File: src/design/spd_pkg.sv
// ---------------------------------------------------------------------------
// spd_pkg
// Shared types and constants of the serial packet deframer.
// ---------------------------------------------------------------------------
package spd_pkg;

  localparam logic [7:0] Hdr1Byte = 8'h54;
  localparam logic [7:0] Hdr2Byte = 8'hFE;
  localparam logic [7:0] TypeByte = 8'd31;

  // Payload buffer depth, from 2 to 64 entries.
  localparam int unsigned BufDepth = 64;

  localparam int unsigned StoreIdxW = 6;
  localparam int unsigned InDataW   = 8;
  localparam int unsigned OutDataW  = 24;

  localparam logic [2:0] CodeHdr1 = 3'd0;
  localparam logic [2:0] CodeHdr2 = 3'd1;
  localparam logic [2:0] CodeType = 3'd2;
  localparam logic [2:0] CodeLen  = 3'd3;
  localparam logic [2:0] CodePay  = 3'd4;

  typedef enum logic [4:0] {
    StHdr1 = 5'b00001,
    StHdr2 = 5'b00010,
    StType = 5'b00100,
    StLen  = 5'b01000,
    StPay  = 5'b10000
  } state_e;

  typedef struct packed {
    state_e     state;
    logic [7:0] sum;
    logic [7:0] length;
    logic [7:0] count;
    logic       bank;
  } ctx_t;

  typedef struct packed {
    logic [2:0]           parse_state;
    logic                 store_valid;
    logic [7:0]           store_byte;
    logic [StoreIdxW-1:0] store_index;
    logic                 store_bank;
    logic                 frame_done;
    logic                 frame_good;
    logic                 frame_bank;
    logic                 overflow;
  } result_t;

  function automatic logic [2:0] state_code(input state_e st);
    logic [2:0] code;
    unique case (st)
      StHdr1:  code = CodeHdr1;
      StHdr2:  code = CodeHdr2;
      StType:  code = CodeType;
      StLen:   code = CodeLen;
      StPay:   code = CodePay;
      default: code = CodeHdr1;
    endcase
    return code;
  endfunction

endpackage

File: src/design/spd_parser.sv
// ---------------------------------------------------------------------------
// spd_parser
// Next-state and result logic of the deframer for one received byte.
// ---------------------------------------------------------------------------
module spd_parser (
  input  spd_pkg::ctx_t    ctx_i,
  input  logic [7:0]       rx_byte_i,
  output spd_pkg::ctx_t    ctx_o,
  output spd_pkg::result_t res_o
);

  logic [7:0] last_idx;
  logic       in_buffer;

  assign last_idx  = ctx_i.length - 8'd1;
  assign in_buffer = {1'b0, ctx_i.count} < 9'(spd_pkg::BufDepth);

  always_comb begin
    ctx_o = ctx_i;
    res_o = '0;
    unique case (ctx_i.state)
      spd_pkg::StHdr1: begin
        if (rx_byte_i == spd_pkg::Hdr1Byte) begin
          ctx_o.state = spd_pkg::StHdr2;
        end
      end
      spd_pkg::StHdr2: begin
        if (rx_byte_i == spd_pkg::Hdr2Byte) begin
          ctx_o.state = spd_pkg::StType;
        end
      end
      spd_pkg::StType: begin
        if (rx_byte_i == spd_pkg::TypeByte) begin
          ctx_o.sum   = '0;
          ctx_o.state = spd_pkg::StLen;
        end
      end
      spd_pkg::StLen: begin
        ctx_o.length = rx_byte_i;
        ctx_o.count  = '0;
        ctx_o.state  = spd_pkg::StPay;
      end
      spd_pkg::StPay: begin
        if (ctx_i.count == last_idx) begin
          res_o.frame_done = 1'b1;
          res_o.frame_good = (ctx_i.sum == rx_byte_i);
          res_o.frame_bank = ctx_i.bank;
          ctx_o.bank       = ~ctx_i.bank;
          ctx_o.state      = spd_pkg::StHdr1;
        end else begin
          if (in_buffer) begin
            res_o.store_valid = 1'b1;
            res_o.store_byte  = rx_byte_i;
            res_o.store_index = ctx_i.count[spd_pkg::StoreIdxW-1:0];
            res_o.store_bank  = ctx_i.bank;
          end else begin
            res_o.overflow = 1'b1;
          end
          ctx_o.count = ctx_i.count + 8'd1;
          ctx_o.sum   = ctx_i.sum + rx_byte_i;
        end
      end
      default: begin
      end
    endcase
    res_o.parse_state = spd_pkg::state_code(ctx_o.state);
  end

endmodule

File: src/design/serial_packet_deframer_core.sv
// ---------------------------------------------------------------------------
// serial_packet_deframer_core
// Finds 0x54 0xFE 31 L frames in a byte stream and reports payload writes.
// ---------------------------------------------------------------------------
// One byte enters per word on the slave stream. Every accepted byte gives
// exactly one result word on the master stream, in the cycle after acceptance.
// The result carries the parser state after the byte, a payload write
// (byte, index and bank) and, on the checksum byte, the frame verdict; the
// checksum byte is also marked with tlast.
// Throughput is one byte per cycle while the master stream takes each result:
// the state update is a single pass of compare and 8-bit add logic between
// the state registers and the result register.
// When the receiver stalls, the held result stays in the result register and
// s_axis_tready_o drops until the word is taken; no byte is lost.
// Reset puts the parser in the first-header state, clears the sum, length,
// count and bank registers and the valid flag; result data is not reset.
// ---------------------------------------------------------------------------
module serial_packet_deframer_core (
  input  logic                         clk_i,
  input  logic                         rst_ni,
  input  logic                         s_axis_tvalid_i,
  output logic                         s_axis_tready_o,
  // [7:0] rx_byte
  input  logic [spd_pkg::InDataW-1:0]  s_axis_tdata_i,
  output logic                         m_axis_tvalid_o,
  input  logic                         m_axis_tready_i,
  // [2:0] parse_state, [3] store_valid, [11:4] store_byte,
  // [17:12] store_index, [18] store_bank, [19] frame_good,
  // [20] frame_bank, [21] overflow, [23:22] zero
  output logic [spd_pkg::OutDataW-1:0] m_axis_tdata_o,
  // frame_done
  output logic                         m_axis_tlast_o
);

  spd_pkg::ctx_t    ctx_q, ctx_d;
  spd_pkg::result_t res_q, res_d;
  logic             out_valid_q;
  logic             in_fire;

  assign s_axis_tready_o = ~out_valid_q | m_axis_tready_i;
  assign in_fire         = s_axis_tvalid_i & s_axis_tready_o;

  spd_parser u_parser (
    .ctx_i     (ctx_q),
    .rx_byte_i (s_axis_tdata_i[7:0]),
    .ctx_o     (ctx_d),
    .res_o     (res_d)
  );

  always_ff @(posedge clk_i or negedge rst_ni) begin
    if (!rst_ni) begin
      ctx_q.state  <= spd_pkg::StHdr1;
      ctx_q.sum    <= '0;
      ctx_q.length <= '0;
      ctx_q.count  <= '0;
      ctx_q.bank   <= 1'b0;
      out_valid_q  <= 1'b0;
    end else begin
      if (in_fire) begin
        ctx_q <= ctx_d;
      end
      if (in_fire) begin
        out_valid_q <= 1'b1;
      end else if (m_axis_tready_i) begin
        out_valid_q <= 1'b0;
      end
    end
  end

  always_ff @(posedge clk_i) begin
    if (in_fire) begin
      res_q <= res_d;
    end
  end

  assign m_axis_tvalid_o = out_valid_q;
  assign m_axis_tlast_o  = res_q.frame_done;
  assign m_axis_tdata_o  = {2'b00, res_q.overflow, res_q.frame_bank, res_q.frame_good,
                            res_q.store_bank, res_q.store_index, res_q.store_byte,
                            res_q.store_valid, res_q.parse_state};

  a_store_in_payload : assert property (@(posedge clk_i) disable iff (!rst_ni)
    out_valid_q && res_q.store_valid |-> res_q.parse_state == spd_pkg::CodePay)
    else $error("payload write reported outside the payload state");

  a_done_exclusive : assert property (@(posedge clk_i) disable iff (!rst_ni)
    out_valid_q && res_q.frame_done |->
      !res_q.store_valid && !res_q.overflow && res_q.parse_state == spd_pkg::CodeHdr1)
    else $error("frame end mixed with a payload write or wrong state");

  a_overflow_no_store : assert property (@(posedge clk_i) disable iff (!rst_ni)
    out_valid_q && res_q.overflow |-> !res_q.store_valid)
    else $error("dropped byte also reported as written");

  a_bank_flip : assert property (@(posedge clk_i) disable iff (!rst_ni)
    ctx_q.bank != $past(ctx_q.bank) |-> out_valid_q && res_q.frame_done)
    else $error("bank changed without a frame end");

endmodule
File: config.mk
export PLATFORM = sky130hd
export DESIGN_NAME = serial_packet_deframer_core
export DESIGN_NICKNAME = d
export VERILOG_FILES = /design/src/design/spd_pkg.sv /design/src/design/spd_parser.sv /design/src/design/serial_packet_deframer_core.sv
export SDC_FILE = /design/constraint.sdc
export NUM_CORES = 1
export LEC_CHECK = 0
export ABC_CLOCK_PERIOD_IN_PS = 4150
export BUFFER_PORTS_ARGS = -buffer_cell sky130_fd_sc_hd__buf_2
export CORE_ASPECT_RATIO = 1.2
export CORE_UTILIZATION = 40
export DETAILED_ROUTE_END_ITERATION = 16
export MAX_ROUTING_LAYER = met4
export SLEW_MARGIN = 25
export SYNTH_ARGS = -nofsm -noshare
export SYNTH_HDL_FRONTEND = slang
export SYNTH_SLANG_ARGS = --single-unit
File: constraint.sdc
create_clock -name clk_i -period 4.15 [get_ports clk_i]
set_input_delay 0.415 -clock clk_i [delete_from_list [all_inputs] [get_ports clk_i]]
set_output_delay 0.415 -clock clk_i [all_outputs]
set_load 0.03 [all_outputs]
### Yosys cells after proc, flatten, opt, wreduce, memory -nomap -nowiden

Cells that the tools add are included.
Widths: inputs -> output; s select.

| storage, ports and cells | value |
|---|---|
| flip-flop bits (word level) | 54 |
| input bits | 12 |
| output and inout bits | 27 |
| word-level logic and storage cells | 66 |

| operators by class | value |
|---|---|
| $add $sub $neg | 3 |
| order comparisons | 1 |
| equality and inequality tests | 16 |
| mux-type cells | 15 |
| bitwise gates (word level) | 6 |
| reduce and logical (&&, ||, !) cells | 10 |

Operators by type and width:

| kind | number |
|---|---|
| $pmux 8 s2 | 2 |
| $pmux 5 s5 | 1 |
| $eq 8x8->1 | 2 |
| $mux 16 | 1 |
| $mux 8 | 2 |
| $mux 5 | 3 |
| $mux 13 | 1 |
| $pmux 3 s4 | 1 |
| $eq 5x2->1 const B | 2 |
| $eq 5x3->1 const B | 2 |
| $eq 5x4->1 const B | 2 |
| $eq 5x5->1 const B | 2 |
| $add 8x1->8 const B | 1 |
| $add 8x8->8 | 1 |
| $eq 8x5->1 const B | 1 |
| $eq 8x7->1 const B | 1 |
| $eq 8x8->1 const B | 1 |
| $lt 8x7->1 const B | 1 |
| $sub 8x1->8 const B | 1 |
| $reduce_and 3->1 | 2 |
| $reduce_bool 2->1 | 3 |
| $eq 5x1->1 const B | 1 |
| $not 1->1 | 4 |
| $reduce_and 2->1 | 2 |
| 9 further kinds | 11 |

### Depth between registers and ports, before layout

| depth | value |
|---|---|
| depth in word-level cells | 6 |
| depth in mapped cells | 9 |
| gate-level depth less buffers | 8 |

### By module

Synthesis repeated with hierarchy kept, for this count alone.

| unflattened totals | value |
|---|---|
| cells, all modules | 295 |
| area total of the unflattened synthesis | 3433.3 µm² |

Modules (own cells, without submodules):

| module | times used | cells an instance | area each (µm²) | sequential area each (µm²) |
|---|---|---|---|---|
| serial_packet_deframer_core | 1 | 94 | 2001.9 | 1467.7 |
| spd_parser | 1 | 201 | 1431.4 | 0.0 |

### Least setup slack after synthesis

No wires, ideal clock.

| path | value |
|---|---|
| kind | register -> register |
| from | register ctx_q[9] (netlist name) |
| to | register res_q (netlist bit m_axis_tdata_o[10]) (data pin) |
| library setup time | 255 ps |
| data arrival time | 2599 ps |
| required time | 3895 ps |
| path slack | 1296 ps |
| cell stages (with the launch flop) | 10 |
| path buffers | 1 |
| period minus slack after synthesis | 2854 ps |
| cell sequence | dfrtp_1 inv_1 ha_1 or3b_1 or4_1 a2111oi_2 o211ai_2 and3_4 buf_2 and2_1 |

| on the way | value |
|---|---|
| longest elaborated chain between the ends | 3 |

Ends and longest elaborated chain:

| item | line | RTL |
|---|---|---|
| start, declared | serial_packet_deframer_core.sv:35 | `spd_pkg::ctx_t ctx_q, ctx_d;` |
| start signal, assigned | serial_packet_deframer_core.sv:60 | `ctx_q <= ctx_d;` |
| $sub 8x1->8 | spd_parser.sv:15 | `assign last_idx = ctx_i.length - 8'd1;` |
| $eq 8x8->1 | spd_parser.sv:44 | `if (ctx_i.count == last_idx) begin` |
| $reduce_or 3->1 (no line) | n/a |  |
| end signal, assigned | serial_packet_deframer_core.sv:72 | `res_q <= res_d;` |
| end, declared | serial_packet_deframer_core.sv:36 | `spd_pkg::result_t res_q, res_d;` |

Every way passes these cells.
A chain may end at the register's enable or synchronous reset.

### Worst setup path after layout

| path | value |
|---|---|
| from | register ctx_q[9] (netlist name) |
| to | register res_q (netlist bit m_axis_tdata_o[18]) (data pin) |

The elaborated chain is that of the path after synthesis.

==> impl_metrics.toml <==
[sta]
fin_ws_ns = 1.11
fmax_mhz = 329
holdWs_ns = 0.166
slew-limit-headroom_pct = 40.3
finClkSkew_ns = 0.00628
finalHoldViolations = 0
fin_crit_ns = 3.04
tightest_slew_ns = 0.893
setup_tns_ns = 0
rsz0062_at_grt = "false"
slew_violations = 0
fin_crit_sh_pct = 73.3
setup_viol = 0

[routing]
viasPerCell = 5.47
drt_iter0_markers = 98
wl_um = 6460
antenna_left = 0
routedWlPerCell_um = 15.8
drc_errors = 0
first_pass_iters = 4
vias = 2242

[floorplan]
rows = 34
start_util_pct = 41.5
die_x_um = 81.5
ios = 39
core_area_um2 = 7320
dieArea_um2 = 7940
dieHeight_um = 97.4

[yosys]
ys_seq_area_share_pct = 48.4
syn_inst = 286
synth_edf_count = 23
syn-cell-area_um2 = 3030
synth_cell_type_count = 57
ys.flop_type = "dfrtp_1"
synth.avg_cell_area_um2 = 10.6
yosys_register_bits = 54
synth-async-reset-ratio_pct = 57.4
ys_warn_count = 0

[clock_network]
cts_resized = 0
root_buffer = "clkbuf_8"
clk_path_buf_depth = 2
cts_made_buffers = 5
h-tree-depth = 2
cts_setup_buffers = 0
hold_buffers = 0
clock_latency_ns = 0.30
cts.sinks = 54
tritoncts = "done"
path_clk_slew_ns = 0.10

[run]
max-cap-violations = 0

[power]
power_frac_comb_pct = 37.1
switchingPower_mw = 0.640
seqPwrFrac_pct = 43.9
clkPwrFrac_pct = 19.0
ir_worst_vdd_v = 0.000261
p_leak_nw = 1.50
p_int_mw = 1.09
swShare_pct = 36.9
power_density_nw_per_um2 = 511

[finish]
final_nets = 341
drive_above_1_share_pct = 20.3
final_cell_area_um2 = 3390
post-route-util_pct = 46.3
area_growth_syn_to_layout_pct = 11.7
nFillCells = 704
insertedDiodeCount = 0

[global_routing]
use_met1_pct = 24.0
antenna_found_initial = 0
grt_use_met3_pct = 2.91
overflow = 0
grt.total_usage_pct = 18.7
use_met2_pct = 30.1
grt_max_degree = 32
grt_pass1_wl_um = 10900
grt_pass1_vias = 2246
grt-busiest-layer = "met2"

[placed_design]
place_congestion = 0.843
dp_slack_ns = 1.13
portBuffers = 36
placed_area_um2 = 3280
hpwl_um = 4570

[setup_path]
path_class = "reg -> reg"
cp.arrival_ns = 3.10
path_max_fanout = 16
crit_required_ns = 4.21
cp-end-kind = "register"
critPathLaunchType = "register"

[status]
status = "complete, no violations"

[worst_hold_path]
hold_class = "in -> async"
-- layout by cell type, fill, tap and decap left out, types with 2 or more instances in the layout --
cell type and count:
nand3_1 10, a31oi_1 3, xor2_1 3, o211a_1 4
ha_1 9, or4_1 2, and4_1 2, nand2b_1 6
nor4_1 4, nor2b_1 4, conb_1 2, clkbuf_8 5
o31ai_1 4, o211ai_1 3, mux2i_1 8, dfrtp_1 30
inv_1 11, o21ai_0 9, buf_2 36, nor3b_1 2
and3_1 3, xnor2_1 14, mux2_2 8, a21oi_1 8
buf_4 2, a21o_1 2, nand4_1 4, or4b_2 3
a22o_1 7, nand2_1 22, edfxtp_1 23, nor3_1 11
and2_1 15, nor2_1 16
-- per-stage QoR --
step,cells,power (mW)
after global placement,402,1.41
after floorplan,287,1.25
after CTS,410,1.75
after global routing,410,1.86
final,410,1.73
after detailed placement,402,1.41
-- metal layers --
layer	part of all wire [%]	vias to the layer above
met1	45	1074
met3	4.6	4
met4	1.2	0
met2	49	64
li1	-	1100
met5	0	-
-- synthesized netlist by cell type (2+ instances only) --
master | instances | area share [%]
o31ai_1 | 4 | 0.99
a21o_1 | 2 | 0.49
xnor2_1 | 14 | 4.0
mux2i_1 | 8 | 2.6
nand3_1 | 10 | 1.6
inv_1 | 11 | 1.4
ha_1 | 9 | 3.7
nor4_1 | 4 | 0.82
nor3b_1 | 2 | 0.49
nand2b_1 | 6 | 1.2
or4_1 | 2 | 0.49
nor2b_1 | 4 | 0.82
mux2_2 | 8 | 3.0
nand4_1 | 4 | 0.82
and2_1 | 15 | 3.1
or4b_2 | 3 | 0.99
a21oi_1 | 8 | 1.3
nor2_1 | 16 | 2.0
a31oi_1 | 3 | 0.62
o211a_1 | 4 | 1.3
o21ai_0 | 9 | 1.5
clkbuf_1 | 9 | 1.1
nand2_1 | 22 | 2.7
dfrtp_1 | 30 | 25
buf_4 | 2 | 0.49
a22o_1 | 7 | 2.0
o211ai_1 | 3 | 0.74
and3_1 | 3 | 0.62
xor2_1 | 3 | 0.87
and4_1 | 2 | 0.58
edfxtp_1 | 23 | 23
nor3_1 | 11 | 1.8
-- logic make-up (layout without fill, tap and decap cells) --
logic type	after synthesis	in the layout	share of synthesized area [%]
AOI/OAI and AO/OA	50	50	12.1
xor gates and xnor gates	17	17	4.91
adders and majority gates	10	10	4.37
buffers and inverters	24	57	3.50
DFF	54	54	48.4
muxes	16	16	5.61
other	1	2	0.124
and+or+nand+nor	114	114	21.0
-- state kept, by name (all words and copies together), names as in the netlist --
| register | cells |
|---|---|
| m_axis_tdata_o | 22 |
| m_axis_tvalid_o | 1 |
| m_axis_tlast_o | 1 |
| ctx_q | 30 |
-- worst paths after layout --
path	from	to	slack, ns	depth (start not counted)
worst min-delay path	rst_ni	ctx_q[24]	0.17	1
min in group clk_i	s_axis_tvalid_i	m_axis_tvalid_o	0.31	2
worst min register to register	ctx_q[0]	ctx_q[0]	0.50	1
worst max register to register	ctx_q[9]	m_axis_tdata_o[18]	1.11	8
max in group asynchronous	rst_ni	ctx_q[12]	3.51	1
worst max-delay path	ctx_q[9]	m_axis_tdata_o[18]	1.11	8
-- critical path, cell delays in order (launching register included) --
cell and delay [ns]:
dfrtp_1 0.44, inv_1 0.08, ha_1 0.19, or3b_1 0.37, or4_1 0.49, a2111oi_2 0.46
o211ai_2 0.29, and3_4 0.30, and2_1 0.17
-- area by class of cell --
cell class | count | area, um^2 | area share (%)
Inverter | 11 | 41.3 | 1.22
Timing Repair Buffer | 38 | 195 | 5.76
Sequential cell | 54 | 1470 | 43.3
Tap cell | 90 | 113 | 3.32
Multi-Input combinational cell | 209 | 1460 | 43.2
Clock buffer | 6 | 93.8 | 2.77
Clock inverter | 2 | 13.8 | 0.406
-- power by group through the flow --
stage,clock network (mW),registers [mW],logic [mW]
finish,0.330,0.760,0.642
floorplan,0,0.780,0.470
detailed placement,0,0.765,0.647
global placement,0,0.769,0.638
CTS,0.344,0.757,0.647
global route,0.355,0.773,0.729
No activity file was read; power rests on OpenSTA's default activity.
